`src/rtl/scfp_pkg.sv`:
```
// package with shared types and constants of the spi command frame parser
package scfp_pkg;

  localparam int unsigned ByteW    = 8;
  localparam int unsigned DeltaW   = 14;
  localparam int unsigned WheelW   = 7;
  localparam int unsigned CountW   = 3;
  localparam int unsigned StoreLen = 5;
  localparam int unsigned InDataW  = 16;
  localparam int unsigned OutDataW = 64;
  localparam int unsigned OutUserW = 2;

  localparam logic [ByteW-1:0]  CMD_FIRST    = 8'hFC;
  localparam logic [ByteW-1:0]  REPLY_ACK    = 8'hFA;
  localparam logic [ByteW-1:0]  REPLY_NONE   = 8'h00;
  localparam logic [CountW-1:0] MOUSE_LAST   = 3'd5;

  typedef enum logic [2:0] {
    MODE_IDLE    = 3'd0,
    MODE_LEDQ    = 3'd1,
    MODE_RELEASE = 3'd2,
    MODE_PRESS   = 3'd3,
    MODE_MOUSE   = 3'd4
  } mode_t;

  typedef enum logic [1:0] {
    KIND_NONE    = 2'd0,
    KIND_RELEASE = 2'd1,
    KIND_PRESS   = 2'd2,
    KIND_MOUSE   = 2'd3
  } kind_t;

  localparam logic [1:0] CMD_LEDQ    = 2'd0;
  localparam logic [1:0] CMD_RELEASE = 2'd1;
  localparam logic [1:0] CMD_PRESS   = 2'd2;
  localparam logic [1:0] CMD_MOUSE   = 2'd3;

endpackage

```
`src/rtl/spi_command_frame_parser.sv`:
```
// spi command frame parser: framing state machine and registered result word
// the result word for an input word is registered and valid in the cycle after acceptance
// throughput: one input word per cycle while the result side keeps taking words
// the single result register parts the two sides; input is taken when it is
// empty or being emptied in the same cycle
// reset (rst, synchronous, active high) closes any frame and empties the result
module spi_command_frame_parser (
  input  logic        clk,
  input  logic        rst,
  input  logic        s_tvalid,
  output logic        s_tready,
  input  logic [15:0] s_tdata,   // rx_byte [7:0], led_state [15:8]
  output logic        m_tvalid,
  input  logic        m_tready,
  output logic [63:0] m_tdata,   // reply_byte, key_code, move_x, move_y, move_wheel,
                                 // button_bits, zero fill
  output logic [1:0]  m_tuser    // event_kind
);

  logic [scfp_pkg::ByteW-1:0] rx_byte;
  logic [scfp_pkg::ByteW-1:0] led_state;
  logic                       accept;
  logic                       is_cmd;

  scfp_pkg::mode_t              mode, mode_next;
  logic [scfp_pkg::CountW-1:0]  bytes_held, bytes_held_next;
  logic                         store_we;
  logic [scfp_pkg::ByteW-1:0]   payload_store [scfp_pkg::StoreLen];

  logic [scfp_pkg::ByteW-1:0]   reply_next;
  scfp_pkg::kind_t              kind_next;
  logic [scfp_pkg::ByteW-1:0]   key_next;
  logic [scfp_pkg::DeltaW-1:0]  mx_next, my_next;
  logic [scfp_pkg::WheelW-1:0]  mw_next;
  logic [scfp_pkg::ByteW-1:0]   btn_next;

  logic [scfp_pkg::ByteW-1:0]   reply_byte;
  scfp_pkg::kind_t              event_kind;
  logic [scfp_pkg::ByteW-1:0]   key_code;
  logic signed [scfp_pkg::DeltaW-1:0] move_x, move_y;
  logic signed [scfp_pkg::WheelW-1:0] move_wheel;
  logic [scfp_pkg::ByteW-1:0]   button_bits;

  assign rx_byte   = s_tdata[7:0];
  assign led_state = s_tdata[15:8];
  assign s_tready  = !m_tvalid || m_tready;
  assign accept    = s_tvalid && s_tready;
  assign is_cmd    = rx_byte >= scfp_pkg::CMD_FIRST;

  // next state
  always_comb begin
    mode_next       = mode;
    bytes_held_next = bytes_held;
    store_we        = 1'b0;
    priority if (mode == scfp_pkg::MODE_LEDQ) begin
      mode_next       = scfp_pkg::MODE_IDLE;
      bytes_held_next = '0;
    end else if (is_cmd) begin
      bytes_held_next = '0;
      unique case (rx_byte[1:0])
        scfp_pkg::CMD_LEDQ:    mode_next = scfp_pkg::MODE_LEDQ;
        scfp_pkg::CMD_RELEASE: mode_next = scfp_pkg::MODE_RELEASE;
        scfp_pkg::CMD_PRESS:   mode_next = scfp_pkg::MODE_PRESS;
        default:               mode_next = scfp_pkg::MODE_MOUSE;
      endcase
    end else if (mode == scfp_pkg::MODE_MOUSE && bytes_held != scfp_pkg::MOUSE_LAST) begin
      store_we        = 1'b1;
      bytes_held_next = bytes_held + 3'd1;
    end else begin
      mode_next       = scfp_pkg::MODE_IDLE;
      bytes_held_next = '0;
    end
  end

  // result word
  always_comb begin
    reply_next = scfp_pkg::REPLY_NONE;
    kind_next  = scfp_pkg::KIND_NONE;
    key_next   = '0;
    mx_next    = '0;
    my_next    = '0;
    mw_next    = '0;
    btn_next   = '0;
    priority if (mode == scfp_pkg::MODE_LEDQ) begin
      reply_next = led_state;
    end else if (is_cmd) begin
      reply_next = scfp_pkg::REPLY_ACK;
    end else if (mode == scfp_pkg::MODE_RELEASE) begin
      kind_next = scfp_pkg::KIND_RELEASE;
      key_next  = rx_byte;
    end else if (mode == scfp_pkg::MODE_PRESS) begin
      kind_next = scfp_pkg::KIND_PRESS;
      key_next  = rx_byte;
    end else if (mode == scfp_pkg::MODE_MOUSE && bytes_held == scfp_pkg::MOUSE_LAST) begin
      kind_next = scfp_pkg::KIND_MOUSE;
      mx_next   = {payload_store[1][6:0], payload_store[0][6:0]};
      my_next   = {payload_store[3][6:0], payload_store[2][6:0]};
      mw_next   = payload_store[4][6:0];
      btn_next  = rx_byte;
    end else begin
      reply_next = scfp_pkg::REPLY_NONE;
    end
  end

  always_ff @(posedge clk) begin
    if (rst) begin
      mode       <= scfp_pkg::MODE_IDLE;
      bytes_held <= '0;
    end else if (accept) begin
      mode       <= mode_next;
      bytes_held <= bytes_held_next;
    end
  end

  // mouse payload bytes, the last one is used straight from the input
  always_ff @(posedge clk) begin
    if (accept && store_we) begin
      payload_store[bytes_held] <= rx_byte;
    end
  end

  always_ff @(posedge clk) begin
    if (rst) begin
      m_tvalid <= 1'b0;
    end else if (accept) begin
      m_tvalid <= 1'b1;
    end else if (m_tready) begin
      m_tvalid <= 1'b0;
    end
  end

  always_ff @(posedge clk) begin
    if (accept) begin
      reply_byte  <= reply_next;
      event_kind  <= kind_next;
      key_code    <= key_next;
      move_x      <= mx_next;
      move_y      <= my_next;
      move_wheel  <= mw_next;
      button_bits <= btn_next;
    end
  end

  assign m_tdata = {5'd0, button_bits, move_wheel, move_y, move_x, key_code, reply_byte};
  assign m_tuser = event_kind;

  a_mouse_frame_count : assert property (@(posedge clk) disable iff (rst)
    (mode != scfp_pkg::MODE_MOUSE) |-> (bytes_held == '0))
    else $error("payload count left over outside a mouse frame");

  a_cmd_ack : assert property (@(posedge clk) disable iff (rst)
    (accept && is_cmd && mode != scfp_pkg::MODE_LEDQ)
      |=> (m_tvalid && reply_byte == scfp_pkg::REPLY_ACK
           && event_kind == scfp_pkg::KIND_NONE))
    else $error("command word not acknowledged");

  a_event_no_reply : assert property (@(posedge clk) disable iff (rst)
    (m_tvalid && event_kind != scfp_pkg::KIND_NONE)
      |-> (reply_byte == scfp_pkg::REPLY_NONE))
    else $error("event word carries a reply");

  a_ledq_closes : assert property (@(posedge clk) disable iff (rst)
    (accept && mode == scfp_pkg::MODE_LEDQ) |=> (mode == scfp_pkg::MODE_IDLE))
    else $error("led query frame not closed");

endmodule

```
`config.mk`:
```
export PLATFORM = sky130hd
export DESIGN_NAME = spi_command_frame_parser
export DESIGN_NICKNAME = d
export VERILOG_FILES = /design/src/rtl/scfp_pkg.sv /design/src/rtl/spi_command_frame_parser.sv
export SDC_FILE = /design/constraint.sdc
export NUM_CORES = 1
export LEC_CHECK = 0
export BUFFER_PORTS_ARGS = -buffer_cell sky130_fd_sc_hd__buf_2
export CORE_UTILIZATION = 40
export CTS_BUF_LIST = sky130_fd_sc_hd__clkbuf_8
export CTS_CLUSTER_SIZE = 40
export DETAILED_ROUTE_END_ITERATION = 7
export RECOVER_POWER = 100
export SYNTH_ARGS = -nofsm -noshare
export SYNTH_HDL_FRONTEND = slang
export SYNTH_SLANG_ARGS = --single-unit
```
`constraint.sdc`:
```
create_clock -name clk -period 3.1 [get_ports clk]
set_input_delay 0.155 -clock clk [delete_from_list [all_inputs] [get_ports clk]]
set_output_delay 0.155 -clock clk [all_outputs]
set_load 0.1 [all_outputs]
```
==> flow_summary.json <==
{
  "setup_ws_ps": 777,
  "place_ws_ps": 992,
  "syn_avg_cell_area_um2": 16.2,
  "start_util": 0.417,
  "vdd_drop_max_v": 0.000285,
  "worstHoldPathType": "input port to flip-flop",
  "wl_mm": 6.99,
  "clk_latency_ps": 360,
  "grt_pass1_vias": 2136,
  "via_per_inst": 4.76,
  "timing.final.crit_share": 0.749,
  "async_flop_share": 0,
  "die_h_um": 101,
  "cts_num_sinks": 103,
  "multi_input_area_um2": 769,
  "cts_setup_buffers": 0,
  "placed_cells": 445,
  "first_pass_iters": 4,
  "arrival_ps": 2340,
  "overflow": 0,
  "track_usage": 0.145,
  "n_fill_cell": 852,
  "numCtsBuffers": 9,
  "drive_gt1_frac": 0.0994,
  "slew_headroom": 0.216,
  "final_common_cell": "edfxtp_1",
  "ys_ff_latch": 103,
  "path_clk_slew_ps": 90,
  "cp.required_ps": 3120,
  "holdBufCountCts": 0,
  "grt_use_met2": 0.240,
  "setup_tns_ps": 0,
  "grt_max_degree": 45,
  "core_area_um2": 9330,
  "globalRoute.busiestLayer": "met2",
  "skew_ps": 8.93,
  "num_vias": 2196,
  "rows": 35,
  "synthCells": 240,
  "clockRootBuffer": "clkbuf_8",
  "ctsResizeCount": 0,
  "fin_nets": 352,
  "start_kind": "flip-flop",
  "leakage_nw": 1.72,
  "numPortBuffers": 82,
  "dieArea_um2": 10100,
  "path_max_fanout": 44,
  "syn_area_um2": 3890,
  "synth_seq_area_share": 0.776,
  "synth_edf_count": 96,
  "setup_viol": 0,
  "io_pins": 88,
  "final_cell_mix": "edfxtp_1 (96), clkbuf_1 (75), and3_1 (41), buf_2 (12)",
  "drc_errors": 0,
  "first_iter_violations": 90,
  "postRouteAntennaNets": 0,
  "ys.flop_type": "edfxtp_1",
  "yosys_warnings": 0,
  "met1_usage": 0.180,
  "finalNonFillerCells": 461,
  "cts_htree_levels": 3,
  "fin_crit_ps": 2320,
  "grt_antenna_before_repair": 0,
  "report.final.slew_viol_count": 0,
  "wl_per_cell_um": 15.2,
  "status": "finished, final reports clean",
  "grt_pass1_wl_mm": 10.7,
  "gp_congestion": 0.752,
  "end_kind": "flip-flop",
  "tightest_slew_ps": 1180,
  "powerDensity_nw_per_um2": 613,
  "rsz0062_at_grt": "false",
  "drv_cap": 0,
  "crit_type": "flip-flop to flip-flop",
  "die_x_um": 101,
  "met3_usage": 0.0465,
  "ff_latch_area_um2": 3020,
  "fmax_mhz": 431,
  "yosys.cell_types.count": 35,
  "post-dp-hpwl_mm": 4.53,
  "cts_tree": "built",
  "clockBufferDepth": 2,
  "syn_to_final_growth_pct": 16.5,
  "finalHoldViolations": 0,
  "n_antenna_cell": 0
}
-- where the power goes --
group	internal (mW)	leakage [nW]	switching (mW)
Combinational	0.0293	0.630	0.362
Clock	0.376	0.0985	0.449
Sequential	1.55	0.987	0.0108
-- state kept, by name (all words and copies together), names as in the netlist --
register       count
m_tdata           35
payload_store     35
button_bits        8
key_code           8
reply_byte         8
bytes_held         3
mode               3
m_tuser            2
m_tvalid           1
-- cell usage after synthesis, types with 2 or more instances --
cell / number / share of area
edfxtp_1: 96 / 0.74
nor3b_1: 2 / 0.0039
a21oi_1: 7 / 0.0090
nor2_1: 6 / 0.0058
inv_1: 5 / 0.0048
buf_4: 5 / 0.0096
and2_1: 11 / 0.018
nand2_1: 9 / 0.0087
or2b_1: 2 / 0.0039
buf_2: 2 / 0.0026
dfxtp_1: 7 / 0.036
and3_1: 41 / 0.066
a21o_1: 6 / 0.012
nor3_1: 7 / 0.0090
clkbuf_1: 9 / 0.0087
ha_1: 5 / 0.016
or4_1: 2 / 0.0039
-- through the flow --
stage          hold WS (ps)  area [um2]  power [mW]  utilization
2_1_floorplan           217        3910        1.93            -
3_3_place_gp            405        4460        2.00        0.478
3_5_place_dp            415        4460        2.00        0.478
4_1_cts                22.8        4660        2.82        0.500
5_1_grt                46.3        4540        2.87        0.486
6_report               47.1        4540        2.78        0.486
-- per-layer routing --
layer	routed length (um)	vias up
li1	-	1063
met2	3500	69
met4	23	0
met3	400	2
met5	0	-
met1	3070	1062
-- kinds of logic (layout without fill, tap and decap cells) --
group / count (synthesis) / after routing / synth area share
flops: 103 / 103 / 0.776
simple gates: 93 / 93 / 0.151
buf+inv: 21 / 109 / 0.0257
compound gates: 15 / 15 / 0.0247
fa+ha+maj: 5 / 5 / 0.0161
other cells: 1 / 5 / 0.000963
xor+xnor: 1 / 1 / 0.00225
mux: 1 / 1 / 0.00257
-- worst paths after layout --
| kind | to | cells past startpoint | slack [ps] | start |
|---|---|---|---|---|
| max | payload_store[4][1]$_DFFE_PP_ | 5 | 780 | bytes_held[1]$_SDFFE_PP0P_ |
| min | m_tvalid$_SDFFE_PP0P_ | 3 | 50 | s_tvalid |
| max reg2reg | payload_store[4][1]$_DFFE_PP_ | 5 | 780 | bytes_held[1]$_SDFFE_PP0P_ |
| min reg2reg | mode[1]$_SDFFE_PP0P_ | 2 | 500 | mode[1]$_SDFFE_PP0P_ |
-- worst max-delay path, stage by stage, from the launching register on --
cell      delay (ps)
dfxtp_1          450
inv_1            100
ha_1             200
and2_1           540
nor4_1           340
clkbuf_1         360
-- cell type report --
class,instances,share of cell area
sequential,103,0.666
clock inverter,7,0.0163
multi-input combinational,120,0.170
timing repair buffer,88,0.0797
clock buffer,9,0.0273
inverter,5,0.00497
tap,129,0.0356
Power figures use the tool's default switching activity.
